### src/hdl/hfd_pkg.sv
// Shared constants, the CRC-8 byte step and the status classifier for the height frame decoder.
// No dependencies; used by height_frame_decoder_top.
package hfd_pkg;

   localparam int unsigned ByteW   = 8;
   localparam int unsigned HeightW = 24;
   localparam int unsigned ClassW  = 3;
   localparam int unsigned PosW    = 3;
   localparam int unsigned CsrIdxW = 2;

   localparam logic [ByteW-1:0] CrcPoly        = 8'h31;
   localparam logic [ByteW-1:0] CrcInit        = 8'h00;
   localparam logic [ByteW-1:0] HeaderReset    = 8'h55;
   localparam logic [ByteW-1:0] MeasureCmdReset = 8'h07;

   // CSR indexes
   localparam logic [CsrIdxW-1:0] CsrHeaderValue   = 2'd0;
   localparam logic [CsrIdxW-1:0] CsrMeasureCommand = 2'd1;

   // Frame byte positions (header is taken while hunting)
   localparam logic [PosW-1:0] PosCommand = 3'd1;
   localparam logic [PosW-1:0] PosStatus  = 3'd2;
   localparam logic [PosW-1:0] PosHeight0 = 3'd3;
   localparam logic [PosW-1:0] PosHeight1 = 3'd4;
   localparam logic [PosW-1:0] PosHeight2 = 3'd5;
   localparam logic [PosW-1:0] PosCrc     = 3'd6;
   localparam logic [PosW-1:0] PosTail    = 3'd7;

   // Status classes
   localparam logic [ClassW-1:0] ClassNormal  = 3'd0;
   localparam logic [ClassW-1:0] ClassMaxKnown = 3'd4;
   localparam logic [ClassW-1:0] ClassUnknown = 3'd5;

   // One byte of CRC-8, MSB first, unrolled over eight bit steps
   function automatic logic [ByteW-1:0] crc8_step(input logic [ByteW-1:0] crc,
                                                  input logic [ByteW-1:0] data);
      logic [ByteW-1:0] c;
      c = crc ^ data;
      for (int k = 0; k < ByteW; k++) begin
         if (c[ByteW-1]) begin
            c = {c[ByteW-2:0], 1'b0} ^ CrcPoly;
         end else begin
            c = {c[ByteW-2:0], 1'b0};
         end
      end
      return c;
   endfunction

   function automatic logic [ClassW-1:0] status_to_class(input logic [ByteW-1:0] status);
      if (status <= {{(ByteW-ClassW){1'b0}}, ClassMaxKnown}) begin
         return status[ClassW-1:0];
      end
      return ClassUnknown;
   endfunction

endpackage

### src/hdl/height_frame_decoder_top.sv
// Height frame decoder: byte-serial frame hunter, CRC-8 check and result register.
// Depends on hfd_pkg.
//
// One received byte is taken per clock cycle, back to back, on the req_ channel.
// The decoder hunts for header_value, then collects command, status, three
// big-endian height bytes, the CRC byte and the tail byte. A CRC-8 (poly 0x31,
// init 0, MSB first) runs over command through the last height byte; the whole
// eight-bit CRC update is done in the cycle the byte is taken. When the tail of
// a frame whose command equals measure_command is taken, one result transaction
// appears on rsp_ in the next cycle. A single output register holds it; req_ready
// stays high while that register is empty or being drained, so input flow stops
// only while a result waits on a stalled rsp_ready. Other frames give nothing.
// The tail byte's value is not checked. csr_ writes take effect on the next byte.
module height_frame_decoder_top (
   input  logic                             clock,
   input  logic                             reset,
   input  logic                             req_valid,
   output logic                             req_ready,
   input  logic [hfd_pkg::ByteW-1:0]        req_rx_byte,
   output logic                             rsp_valid,
   input  logic                             rsp_ready,
   output logic [hfd_pkg::ClassW-1:0]       rsp_status_class,
   output logic [hfd_pkg::HeightW-1:0]      rsp_height_mm,
   output logic                             rsp_crc_ok,
   input  logic                             csr_we,
   input  logic [hfd_pkg::CsrIdxW-1:0]      csr_index,
   input  logic [hfd_pkg::ByteW-1:0]        csr_wdata
);

   logic [hfd_pkg::ByteW-1:0]   header_ff, header_in;
   logic [hfd_pkg::ByteW-1:0]   meas_cmd_ff, meas_cmd_in;
   logic                        hunting_ff, hunting_in;
   logic [hfd_pkg::PosW-1:0]    pos_ff, pos_in;
   logic [hfd_pkg::ByteW-1:0]   crc_ff, crc_in;
   logic [hfd_pkg::ByteW-1:0]   command_ff, command_in;
   logic [hfd_pkg::ByteW-1:0]   status_ff, status_in;
   logic [hfd_pkg::HeightW-1:0] height_ff, height_in;
   logic                        crc_match_ff, crc_match_in;

   logic                        rsp_valid_ff, rsp_valid_in;
   logic [hfd_pkg::ClassW-1:0]  rsp_class_ff, rsp_class_in;
   logic [hfd_pkg::HeightW-1:0] rsp_height_ff, rsp_height_in;
   logic                        rsp_crc_ok_ff, rsp_crc_ok_in;

   logic                        accept;
   logic                        emit;
   logic [hfd_pkg::ByteW-1:0]   crc_next;
   logic [hfd_pkg::ClassW-1:0]  cls;

   assign req_ready = !rsp_valid_ff || rsp_ready;
   assign accept    = req_valid && req_ready;
   assign crc_next  = hfd_pkg::crc8_step(crc_ff, req_rx_byte);
   assign cls       = hfd_pkg::status_to_class(status_ff);

   // Configuration
   always_comb begin
      header_in   = header_ff;
      meas_cmd_in = meas_cmd_ff;
      if (csr_we) begin
         case (csr_index)
            hfd_pkg::CsrHeaderValue:    header_in   = csr_wdata;
            hfd_pkg::CsrMeasureCommand: meas_cmd_in = csr_wdata;
            default: ;
         endcase
      end
   end

   // Frame tracking
   always_comb begin
      hunting_in   = hunting_ff;
      pos_in       = pos_ff;
      crc_in       = crc_ff;
      command_in   = command_ff;
      status_in    = status_ff;
      height_in    = height_ff;
      crc_match_in = crc_match_ff;
      emit         = 1'b0;
      if (accept) begin
         if (hunting_ff) begin
            if (req_rx_byte == header_ff) begin
               hunting_in   = 1'b0;
               pos_in       = hfd_pkg::PosCommand;
               crc_in       = hfd_pkg::CrcInit;
               height_in    = '0;
               crc_match_in = 1'b0;
            end
         end else begin
            pos_in = pos_ff + 3'd1;
            case (pos_ff)
               hfd_pkg::PosCommand: begin
                  command_in = req_rx_byte;
                  crc_in     = crc_next;
               end
               hfd_pkg::PosStatus: begin
                  status_in = req_rx_byte;
                  crc_in    = crc_next;
               end
               hfd_pkg::PosHeight0, hfd_pkg::PosHeight1, hfd_pkg::PosHeight2: begin
                  height_in = {height_ff[hfd_pkg::HeightW-hfd_pkg::ByteW-1:0], req_rx_byte};
                  crc_in    = crc_next;
               end
               hfd_pkg::PosCrc: begin
                  crc_match_in = (req_rx_byte == crc_ff);
               end
               default: begin
                  // tail byte closes the frame
                  hunting_in = 1'b1;
                  pos_in     = '0;
                  emit       = (command_ff == meas_cmd_ff);
               end
            endcase
         end
      end
   end

   // Result register
   always_comb begin
      rsp_valid_in  = rsp_valid_ff && !rsp_ready;
      rsp_class_in  = rsp_class_ff;
      rsp_height_in = rsp_height_ff;
      rsp_crc_ok_in = rsp_crc_ok_ff;
      if (emit) begin
         rsp_valid_in  = 1'b1;
         rsp_class_in  = cls;
         rsp_height_in = (cls == hfd_pkg::ClassNormal) ? height_ff : '0;
         rsp_crc_ok_in = crc_match_ff;
      end
   end

   always_ff @(posedge clock) begin
      if (reset) begin
         header_ff    <= hfd_pkg::HeaderReset;
         meas_cmd_ff  <= hfd_pkg::MeasureCmdReset;
         hunting_ff   <= 1'b1;
         pos_ff       <= '0;
         crc_ff       <= hfd_pkg::CrcInit;
         command_ff   <= '0;
         status_ff    <= '0;
         height_ff    <= '0;
         crc_match_ff <= 1'b0;
         rsp_valid_ff <= 1'b0;
      end else begin
         header_ff    <= header_in;
         meas_cmd_ff  <= meas_cmd_in;
         hunting_ff   <= hunting_in;
         pos_ff       <= pos_in;
         crc_ff       <= crc_in;
         command_ff   <= command_in;
         status_ff    <= status_in;
         height_ff    <= height_in;
         crc_match_ff <= crc_match_in;
         rsp_valid_ff <= rsp_valid_in;
      end
   end

   always_ff @(posedge clock) begin
      rsp_class_ff  <= rsp_class_in;
      rsp_height_ff <= rsp_height_in;
      rsp_crc_ok_ff <= rsp_crc_ok_in;
   end

   assign rsp_valid        = rsp_valid_ff;
   assign rsp_status_class = rsp_class_ff;
   assign rsp_height_mm    = rsp_height_ff;
   assign rsp_crc_ok       = rsp_crc_ok_ff;

   // In a frame the position never sits at the hunting slot
   a_pos_in_frame: assert property (@(posedge clock) disable iff (reset)
      !hunting_ff |-> pos_ff != '0)
      else $error("frame position zero outside hunting");

   // A non-header byte while hunting keeps the decoder hunting
   a_hunt_hold: assert property (@(posedge clock) disable iff (reset)
      accept && hunting_ff && req_rx_byte != header_ff |=> hunting_ff)
      else $error("left hunting without header");

   // The tail byte always returns to hunting
   a_tail_hunt: assert property (@(posedge clock) disable iff (reset)
      accept && !hunting_ff && pos_ff == hfd_pkg::PosTail |=> hunting_ff && pos_ff == '0)
      else $error("tail did not restart hunting");

   // A new result only follows an accepted tail transaction
   a_rsp_source: assert property (@(posedge clock) disable iff (reset)
      $rose(rsp_valid_ff) |-> $past(accept) && !$past(hunting_ff)
                              && $past(pos_ff) == hfd_pkg::PosTail)
      else $error("result without frame tail");

   // Height is reported only for the normal class
   a_height_zero: assert property (@(posedge clock) disable iff (reset)
      rsp_valid_ff && rsp_class_ff != hfd_pkg::ClassNormal |-> rsp_height_ff == '0)
      else $error("height given for non-normal status");

endmodule
### config.mk
export PLATFORM = sky130hd
export DESIGN_NAME = height_frame_decoder_top
export DESIGN_NICKNAME = d
export VERILOG_FILES = /design/src/hdl/hfd_pkg.sv /design/src/hdl/height_frame_decoder_top.sv
export SDC_FILE = /design/constraint.sdc
export NUM_CORES = 1
export LEC_CHECK = 0
export ABC_AREA = 0
export BUFFER_PORTS_ARGS = -buffer_cell sky130_fd_sc_hd__buf_2
export CAP_MARGIN = 20
export CORE_MARGIN = 10
export CORE_UTILIZATION = 59
export CTS_BUF_LIST = sky130_fd_sc_hd__clkbuf_8
export CTS_CLUSTER_DIAMETER = 200
export DETAILED_ROUTE_END_ITERATION = 6
export HOLD_SLACK_MARGIN = 0.05
export PLACE_DENSITY = 0.82
export REMOVE_ABC_BUFFERS = 1
export SLEW_MARGIN = 20
export SYNTH_ARGS = -nofsm -noshare
export SYNTH_HDL_FRONTEND = slang
export SYNTH_SLANG_ARGS = --single-unit
### constraint.sdc
create_clock -name clock -period 4.88 [get_ports clock]
set_clock_uncertainty 0.2 [all_clocks]
set_input_delay 0.732 -clock clock [delete_from_list [all_inputs] [get_ports clock]]
set_output_delay 0.732 -clock clock [all_outputs]
set_load 0.03 [all_outputs]
==> metrics.md, run 1 <==
| Metric | Value |
|---|---|
| Outcome | `complete, no violations` |
| Worst rel slew slack | `53.77%` |
| First-pass GRT wire length | `13,710 um` |
| Total power per unit cell area | `322.0 nW/um^2` |
| Nets | `roughly 470` |
| Multi-input logic area | `1769 sq um` |
| All-Layer GR Usage | `16.17%` |
| Drt drc | `0` |
| Worst Path Arrival | `between 2000 and 3000 ps` |
| Slowest CP cell | `nor4_1` |
| Worst path cell trace | `buf_2 > xor2_1 > nor4_1 > a31oi_4 > o21a_1 > a22o_1` |
| I/O pins | `53` |
| CTS sink count | `98` |
| Synth cell types | `41` |
| Initial antenna violation count | `0` |
| Mapped Cells | `390` |
| Critical R2R Launch | `header_ff[5]` |
| DR vias | `just under 3k` |
| CP max stage delay | `580 ps` |
| P_leak | `0.001915 uW` |
| Chip width | `103.3 um` |
| CP Buf/Inv Count | `1` |
| Port buffer count | `52` |
| WL final | `8312 um` |
| Worst Setup SP | `req_rx_byte[7]` |
| Final Max Tran Viols | `0` |
| Min Tclk post-route | `about 2600 ps` |
| RSZ-0062 raised after global routing | `no` |
| Die ar. | `10,660 sq um` |
| Post-CTS setup buffer count | `0` |
| Max Freq | `387.7 MHz` |
| Synth Cell Area | `4090 sq um` |
| Share of cells above drive strength 1 | `17.38%` |
| Routed wire per std cell | `15.89 um` |
| Sequential share of the synthesized area | `54.82%` |
| Clock share of power | `38.9%` |
| Hold_sp | `crc_match_ff` |
| Antenna-violating nets left | `0` |
| Resized cells post-CTS | `0` |
| Finished Core Util | `68.91%` |
| Register share of total power | `56.0%` |
| Hold Vio Cnt, Final | `0` |
| Switching Fraction | `approximately 22%` |
| Clock buffer depth | `2` |
| CP top delay family | `compound AO/OA/AOI/OAI gates` |
| FFs w/ async S/R, synth | `0%` |
| Skew-Pair Late Insertion Delay | `370 ps` |
| CP Launch Type | `input pin` |
| Comb pwr share | `5.2%` |
| Max Cap Viol | `0` |
| Crit end category | `register` |
| Final setup TNS | `0 ps` |
| Synth Flop Type | `dfxtp_1` |
| CTS clk-pin slew, worst paths | `90 ps` |
| Critical path peak fanout | `29` |
| Core ar. | `~6800 sq um` |
| Final Cycle Share | `52.85%` |
| Maximum number of pins on one net before global-route repair | `56` |
| Peak supply drop | `roughly 0.00016 V` |
| Worst-Margin Slew | `693.5 ps` |
| Antenna diode count | `0` |
| Register area | `2242 sq um` |
| Inserted Clock Buffers | `9` |
| Fill cells | `555` |
| Initial Utilization | `60.54%` |
| Initial drt markers | `108` |
| Vias in the first global route | `2,994` |
| Post-cts hold buffer count | `0` |
| CTS tree | `built` |
| #FFs+latches synth | `98` |
| Drt pass-1 iters | `4` |
| Drt via density | `5.572` |
| CTS root buf | `clkbuf_8` |
| Syn avg cell area | `approximately 10 sq um` |
| Setup violators final | `0` |
| Critical Setup Path Class | `in -> reg` |
| Die Ht | `103.3 um` |
| Worst hold path type | `reg -> reg` |
| P_int | `1163 uW` |
| Std-Cell Rows | `30` |
| Synth-to-layout area growth | `13.83%` |
| GR Overflow Total | `0` |
| Number of flops mapped to enable cells by yosys | `28` |
| HPWL Detailed | `5812 um` |
| H-tree level count | `3` |
| Required @ worst endpoint | `4940 ps` |
| GP Congestion | `roughly 0.9` |
| Synth warnings | `0` |
| P_sw | `between 300 and 400 uW` |
-- flip-flops by register name (all words and copies together), names as in the netlist, 3 cells and up --
name,count
height_ff,24
rsp_height_mm,24
command_ff,8
crc_ff,8
header_ff,8
meas_cmd_ff,8
status_ff,8
pos_ff,3
rsp_status_class,3
-- layout make-up --
class | count | area share [%]
Clock buffer | 9 | 2.661
Clock inverter | 7 | 2.150
Inverter | 8 | 0.6450
Multi-Input combinational cell | 265 | 38.00
Sequential cell | 98 | 48.16
Tap cell | 80 | 2.150
Timing Repair Buffer | 56 | 6.235
-- metal layers --
metal  vias up  share of wire (%)  global-route usage, %
li1       1437                  -                      -
met5         -                  0                      0
met3         7                6.1                  5.116
met1      1391                 42                  17.79
met4         0               0.84                  5.775
met2        79                 51                  28.62
-- through the flow --
| stage | setup WS, ps | cell area (sq um) | hold WS [ps] | std cells | power, uW |
|---|---|---|---|---|---|
| 2_1_floorplan | 158.6 | 4014 | 208.5 | 371 | 901.3 |
| 3_3_place_gp | 1838 | 4417 | 236.1 | 507 | 931.7 |
| 3_5_place_dp | 1824 | 4417 | 239.3 | 507 | 934.0 |
| 4_1_cts | 2189 | 4641 | 260.7 | 523 | 1505 |
| 5_1_grt | 2225 | 4656 | 269.3 | 523 | 1545 |
| 6_report | 2301 | 4656 | 259.9 | 523 | 1499 |
-- power groups by stage --
stage	Clock [uW]	Sequential, uW	Combinational (uW)
floorplan	0	857	44.6
global placement	0	857	74.3
detailed placement	0	858	76.3
CTS	589	839	76.9
global route	621	839	84.7
finish	583	839	77.6
-- cell usage after synthesis (4+ instances only) --
cell / n / area [sq um]
nor2_1: 31 / 116.4
xor2_1: 13 / 113.9
nand2_1: 34 / 127.6
dfxtp_1: 70 / 1401
o21ai_0: 26 / 130.1
clkbuf_1: 14 / 52.55
inv_1: 8 / 30.03
a21oi_1: 28 / 140.1
edfxtp_1: 28 / 840.8
and2_1: 27 / 168.9
nand3_1: 7 / 35.03
mux2i_1: 32 / 320.3
a22o_1: 4 / 35.03
ha_1: 5 / 62.56
xnor2_1: 22 / 192.7
nand4_1: 4 / 25.02
-- final timing paths --
kind                              endpoint  cells after the start  slack (ps)
worst max register to register   crc_ff[0]                      5        2480
worst max-delay path             crc_ff[0]                      6        2300
worst min-delay path            rsp_crc_ok                      0         260
worst min register to register  rsp_crc_ok                      0         260
-- layout by cell type, fill, tap and decap left out, drive strengths merged, types with 2 or more instances in the layout --
master,instances
a21oi,28
a22o,4
and2,27
buf,56
bufinv,2
clkbuf,9
dfxtp,70
edfxtp,28
ha,5
inv,11
mux2i,32
nand2,34
nand3,7
nand4,4
nor2,31
nor3,4
nor4,3
o211ai,2
o21a,3
o21ai,26
o2bb2ai,3
o31ai,2
xnor2,23
xor2,14
-- cells by family after synthesis --
group | count (synthesis) | share of synthesized area (%)
adder cells (fa/ha/maj) | 5 | 1.530
AND/OR/NAND/NOR | 117 | 13.86
AO/OA/AOI/OAI | 73 | 10.52
multiplexers | 32 | 7.831
XOR/XNOR | 38 | 8.841
buffers and inverters | 27 | 2.600
flip-flops | 98 | 54.82
Power figures use the tool's default switching activity.
==> run 2: changes to the inputs <==
==> constraint.sdc (replaced) <==
create_clock -name clock -period 2.43 [get_ports clock]
set_clock_uncertainty 0.2 [all_clocks]
set_input_delay 0.3645 -clock clock [delete_from_list [all_inputs] [get_ports clock]]
set_output_delay 0.3645 -clock clock [all_outputs]
set_load 0.03 [all_outputs]
==> run 2 against run 1 <==
  * Clock power up 67%
  * Critical path depth unchanged
  * Sequential cell count unchanged
  * Wire length is 1.1% higher
  * Cell count grew 3.6%
  * Global-route usage up 0.31 points
  * Critical endpoint is now crc_ff[5]
==> metrics.md, run 2 (synthesized netlist as in run 1, its figures left out) <==
| Metric | Value |
|---|---|
| Outcome | `complete, no violations (unchanged)` |
| Max Cap Viol | `0 (unchanged)` |
| GP Congestion | `0.8293 (was 0.9159)` |
| Worst hold path type | `in -> reg (was reg -> reg)` |
| Share of cells above drive strength 1 | `19.48% (was 17.38%)` |
| Synth-to-layout area growth | `16.67% (was 13.83%)` |
| Commonest non-fill, non-tap cells in the layout | `dfxtp_1 (70), buf_2 (52), nand2_1 (34) (unchanged)` |
| Routed wire per std cell | `15.50 um (was 15.89 um)` |
| Setup WS pre-CTS | `264.6 ps (was 1824 ps)` |
| GR Overflow Total | `0 (unchanged)` |
| Maximum number of pins on one net before global-route repair | `44 (was 56)` |
| CTS sink count | `98 (unchanged)` |
| Drt pass-1 iters | `4 (unchanged)` |
| Initial Utilization | `60.54% (unchanged)` |
| Post-cts hold buffer count | `7 (was 0)` |
| Min Tclk post-route | `2115 ps` |
| Chip width | `103.3 um (unchanged)` |
| All-Layer GR Usage | `16.48% (was 16.17%)` |
| Crit end category | `register (unchanged)` |
| CP Launch Type | `register (was input pin)` |
| Total power per unit cell area | `592.2 nW/um^2 (was 322.0 nW/um^2)` |
| Max Freq | `~470 MHz` |
| Setup violators final | `0 (unchanged)` |
| Most common cell after layout, fill and taps aside | `dfxtp_1 (unchanged)` |
| Worst rel slew slack | `62.55% (was 53.77%)` |
| WL final | `8400 um (was 8312 um)` |
| Final Power | `2826 uW (was 1499 uW)` |
| Worst Path Arrival | `2230 ps (was 2640 ps)` |
| Die Ht | `103.3 um (unchanged)` |
| Initial drt markers | `136 (was 108)` |
| Hold Vio Cnt, Final | `0 (unchanged)` |
| Clock buffer depth | `2 (unchanged)` |
| Vias in the first global route | `2,870 (was 2,994)` |
| Std-Cell Rows | `30 (unchanged)` |
| DR vias | `2,939 (was 2,914)` |
| CTS tree | `built (unchanged)` |
| Worst-Margin Slew | `560.0 ps (was 693.5 ps)` |
| Skew-Pair Late Insertion Delay | `360 ps (was 370 ps)` |
| Inserted Clock Buffers | `9 (unchanged)` |
| Final Cell Area | `4772 sq um (was 4656 sq um)` |
| Resized cells post-CTS | `0 (unchanged)` |
| Die ar. | `10,660 sq um (unchanged)` |
| Critical Setup Path Class | `reg -> reg (was in -> reg)` |
| Final Cycle Share | `87.05%` |
| Critical R2R Launch | `pos_ff[1] (was header_ff[5])` |
| HPWL Detailed | `6016 um (was 5812 um)` |
| Nets | `485 (was 466)` |
| Initial antenna violation count | `0 (unchanged)` |
| Final Max Tran Viols | `0 (unchanged)` |
| I/O pins | `53 (unchanged)` |
| Required @ worst endpoint | `2540 ps (was 4940 ps)` |
| Hold slack | `79.27 ps (was 259.9 ps)` |
| Critical path peak fanout | `7 (was 29)` |
| Final setup TNS | `0 ps (unchanged)` |
| First-pass GRT wire length | `13,740 um (was 13,710 um)` |
| CTS clk-pin slew, worst paths | `100 ps (was 90 ps)` |
| P_leak | `0.001846 uW (was 0.001915 uW)` |
| Core ar. | `6756 sq um (unchanged)` |
| Placed Area | `4519 sq um (was 4417 sq um)` |
| Setup WS post-layout | `314.8 ps (was 2301 ps)` |
| RSZ-0062 raised after global routing | `no (unchanged)` |
| H-tree level count | `3 (unchanged)` |
| Hold_sp | `csr_wdata[5] (was crc_match_ff)` |
| Antenna diode count | `0 (unchanged)` |
| Drt drc | `0 (unchanged)` |
| Hold depth | `3 (was 0)` |
| Peak supply drop | `0.0003793 V (was 0.0001620 V)` |
| CTS root buf | `clkbuf_8 (unchanged)` |
| Antenna-violating nets left | `0 (unchanged)` |
| Drt via density | `5.423 (was 5.572)` |
| Worst Setup SP | `pos_ff[1] (was req_rx_byte[7])` |
| Port buffer count | `52 (unchanged)` |
| Worst Reg-to-Reg Cells | `6 (was 5)` |
| Post-CTS setup buffer count | `0 (unchanged)` |
-- run 2: cell types whose count changed in the layout (fill, tap and decap cells not counted), sizes merged --
cell / delta
clkinvlp: +1
buf: +12
bufinv: -2
clkinv: +1
dlygate4sd3: +7
-- run 2: power breakdown --
| part | leakage, uW | total, uW | switching, uW | internal [uW] |
|---|---|---|---|---|
| clock network | 0.0000868 | 971 | 584 | 386 |
| logic | 0.000997 | 171 | 92.8 | 78.3 |
| registers | 0.000763 | 1680 | 6.52 | 1680 |
-- run 2: final timing paths --
check                         to  slack [ps]
setup reg to reg       crc_ff[5]         310
hold reg to reg       rsp_crc_ok         250
hold / removal    meas_cmd_ff[5]          80
setup / recovery       crc_ff[5]         310
-- run 2: cell type report --
cell class | count | area (sq um)
tap | 80 | 100.1
multi-input combinational | 265 | 1754
clock buffer | 9 | 123.9
fill | 518 | 1984
sequential | 98 | 2242
inverter | 8 | 30.03
clock inverter | 7 | 58.81
timing repair buffer | 75 | 462.9
-- run 2: layer usage --
| metal | wire [um] | global-route usage [%] | share of wire, % |
|---|---|---|---|
| met1 | 3610 | 19.35 | 43 |
| met2 | 4197 | 28.52 | 50 |
| met3 | 504 | 3.854 | 6.0 |
| met4 | 87 | 6.310 | 1.0 |
| met5 | 0 | 0 | 0 |
-- run 2: critical path: stages, from the launching register on --
cell and delay, ps:
dfxtp_1 390, inv_1 100, ha_1 280, a21boi_0 400, and2_1 210, o21a_1 300
a22o_1 200
-- run 2: through the flow --
step,util (%),std cells
final,70.63,542
after CTS,70.63,542
after global placement,66.89,519
after detailed placement,66.89,519
after floorplan,-,371
after global routing,70.63,542
==> run 3: changes to the inputs <==
--- a/config.mk
+++ b/config.mk
@@ -6,13 +6,13 @@
 export NUM_CORES = 1
 export LEC_CHECK = 0
 export ABC_AREA = 0
-export BUFFER_PORTS_ARGS = -buffer_cell sky130_fd_sc_hd__buf_2
 export CAP_MARGIN = 20
 export CORE_MARGIN = 10
-export CORE_UTILIZATION = 59
+export CORE_UTILIZATION = 65
 export CTS_BUF_LIST = sky130_fd_sc_hd__clkbuf_8
 export CTS_CLUSTER_DIAMETER = 200
 export DETAILED_ROUTE_END_ITERATION = 6
+export DONT_BUFFER_PORTS = 1
 export HOLD_SLACK_MARGIN = 0.05
 export PLACE_DENSITY = 0.82
 export REMOVE_ABC_BUFFERS = 1
==> run 3 against run 2 <==
  * Hold slack got worse by 17 ps
  * Highest routed layer unchanged
  * Design area fell by 4.3%
  * First-iteration DRC count rose by 99%
  * Combinational power fell by 7%
  * Global-route usage rose by 1.4 points
==> metrics.md, run 3 (synthesized netlist as in run 1, its figures left out) <==
| Metric | Value |
|---|---|
| M1 WL | `3624 um (was 3610 um)` |
| Critical Setup Path Class | `reg -> reg (unchanged)` |
| I/O pins | `53 (unchanged)` |
| Core ar. | `6026 sq um (was 6756 sq um)` |
| Chip width | `99.33 um (was 103.3 um)` |
| Worst path cell trace | `or4_1 > or3_1 > nor3_2 > buf_4 > and2_1 (was inv_1 > ha_1 > a21boi_0 > and2_1 > o21a_1 > a22o_1)` |
| Outcome | `complete, no violations (unchanged)` |
| HPWL Detailed | `5894 um (was 6016 um)` |
| Resized cells post-CTS | `0 (unchanged)` |
| Inst Count DP | `456 (was 519)` |
| Initial Utilization | `67.88% (was 60.54%)` |
| Die ar. | `9865 sq um (was 10,660 sq um)` |
| Critical path peak fanout | `20 (was 7)` |
| Min Tclk post-route | `2229 ps (was 2115 ps)` |
| GP Congestion | `0.8157 (was 0.8293)` |
| Port buffer count | `0 (was 52)` |
| Slowest CP cell | `or4_1 (was a21boi_0)` |
| Max Freq | `448.7 MHz (was 472.8 MHz)` |
| Final Cycle Share | `91.71% (was 87.05%)` |
| Setup WS pre-CTS | `227.6 ps (was 264.6 ps)` |
| Setup violators final | `0 (unchanged)` |
| Die Ht | `99.33 um (was 103.3 um)` |
| Initial antenna violation count | `0 (unchanged)` |
| Hold slack | `62.48 ps (was 79.27 ps)` |
| CP max stage delay | `530 ps (was 400 ps)` |
| Final Cell Area | `4568 sq um (was 4772 sq um)` |
| Antenna-violating nets left | `0 (unchanged)` |
| Std-Cell Rows | `28 (was 30)` |
| Hold Vio Cnt, Final | `0 (unchanged)` |
| Most common cell after layout, fill and taps aside | `dfxtp_1 (unchanged)` |
| Drt pass-1 iters | `4 (unchanged)` |
| RSZ-0062 raised after global routing | `no (unchanged)` |
| First-pass GRT wire length | `14,330 um (was 13,740 um)` |
| Max Cap Viol | `0 (unchanged)` |
| Setup WS post-layout | `201.5 ps (was 314.8 ps)` |
| Inserted Clock Buffers | `9 (unchanged)` |
| Worst rel slew slack | `35.61% (was 62.55%)` |
| Total power per unit cell area | `612.0 nW/um^2 (was 592.2 nW/um^2)` |
| CP top delay family | `simple AND/OR/NAND/NOR gates (was compound AO/OA/AOI/OAI gates)` |
| P_leak | `0.001708 uW (was 0.001846 uW)` |
| Peak supply drop | `0.0004578 V (was 0.0003793 V)` |
| CP Launch Type | `register (unchanged)` |
| Maximum number of pins on one net before global-route repair | `53 (was 44)` |
| DR vias | `2,836 (was 2,939)` |
| CP Buf/Inv Count | `1 (unchanged)` |
| Commonest non-fill, non-tap cells in the layout | `dfxtp_1 (70), nand2_1 (34), mux2i_1 (32) (was dfxtp_1 (70), buf_2 (52), nand2_1 (34))` |
| CTS sink count | `98 (unchanged)` |
| Drt drc | `0 (unchanged)` |
| CTS tree | `built (unchanged)` |
| Layout Cells excl Fill | `489 (was 542)` |
| Initial drt markers | `270 (was 136)` |
| WL final | `8958 um (was 8400 um)` |
| CTS root buf | `clkbuf_8 (unchanged)` |
| Final Max Tran Viols | `0 (unchanged)` |
| Worst-Margin Slew | `964.8 ps (was 560.0 ps)` |
| H-tree level count | `3 (unchanged)` |
| Worst Path Arrival | `2250 ps (was 2230 ps)` |
| Antenna diode count | `0 (unchanged)` |
| Top routing layer in use | `met4 (unchanged)` |
| Worst hold path type | `in -> reg (unchanged)` |
| Routed wire per std cell | `18.32 um (was 15.50 um)` |
| Met3 Routed Length | `594 um (was 504 um)` |
| Nets | `437 (was 485)` |
| All-Layer GR Usage | `17.83% (was 16.48%)` |
| Drt via density | `5.800 (was 5.423)` |
| Required @ worst endpoint | `2450 ps (was 2540 ps)` |
| Placed Area | `4210 sq um (was 4519 sq um)` |
| Clock buffer depth | `2 (unchanged)` |
| GR Overflow Total | `0 (unchanged)` |
| CTS clk-pin slew, worst paths | `100 ps (about the same)` |
| Met2 wire length | `4581 um (was 4197 um)` |
| Skew-Pair Late Insertion Delay | `350 ps (was 360 ps)` |
| Share of cells above drive strength 1 | `7.971% (was 19.48%)` |
| Crit end category | `register (unchanged)` |
| Vias in the first global route | `2,802 (was 2,870)` |
| Synth-to-layout area growth | `11.69% (was 16.67%)` |
[run 3: changes by cell type in the layout (fill, tap and decap cells not counted), sizes merged]
| cell | change |
|---|---|
| buf | -57 |
| dlygate4sd3 | +9 |
| clkinv | +1 |
| clkinvlp | -1 |
[run 3: power breakdown]
group,switching [uW],total (uW),internal [uW]
Clock,571,952,381
Sequential,6.61,1680,1680
Combinational,83.0,159,76.5
[run 3: layer usage]
layer  global-route usage [%]  up-vias
li1                         -     1380
met3                    5.260       16
met1                    20.39     1363
met2                    30.11       77
met4                    7.938        0
met5                        0        -
[run 3: per-stage QoR]
step           TNS (ps)  total power (uW)  utilization (%)
6_report              0              2796            75.81
5_1_grt               0              2886            75.81
3_3_place_gp          0              1827            69.87
3_5_place_dp          0              1831            69.87
4_1_cts               0              2808            75.81
2_1_floorplan    -69450              1810                -
[run 3: area by class of cell]
cell class,instances,area (sq um)
clock buffer,9,123.9
timing repair buffer,27,267.8
multi-input combinational,265,1757
fill,395,1458
tap,75,93.84
sequential,98,2242
inverter,8,30.03
clock inverter,7,53.80
[run 3: worst paths after layout]
path                                     from          endpoint  slack, ps  cells past startpoint
worst max-delay path             status_ff[3]  rsp_height_mm[8]        200                      5
worst max register to register   status_ff[3]  rsp_height_mm[8]        200                      5
worst min register to register  height_ff[15]     height_ff[23]        260                      2
worst min-delay path                rsp_ready         rsp_valid         60                      2
[run 3: what timing repair did]
action | in CTS | in global routing
endpoints found under the hold margin | 59 | 0
hold buffers | 17 | 0
buffers inserted | 0 | 0
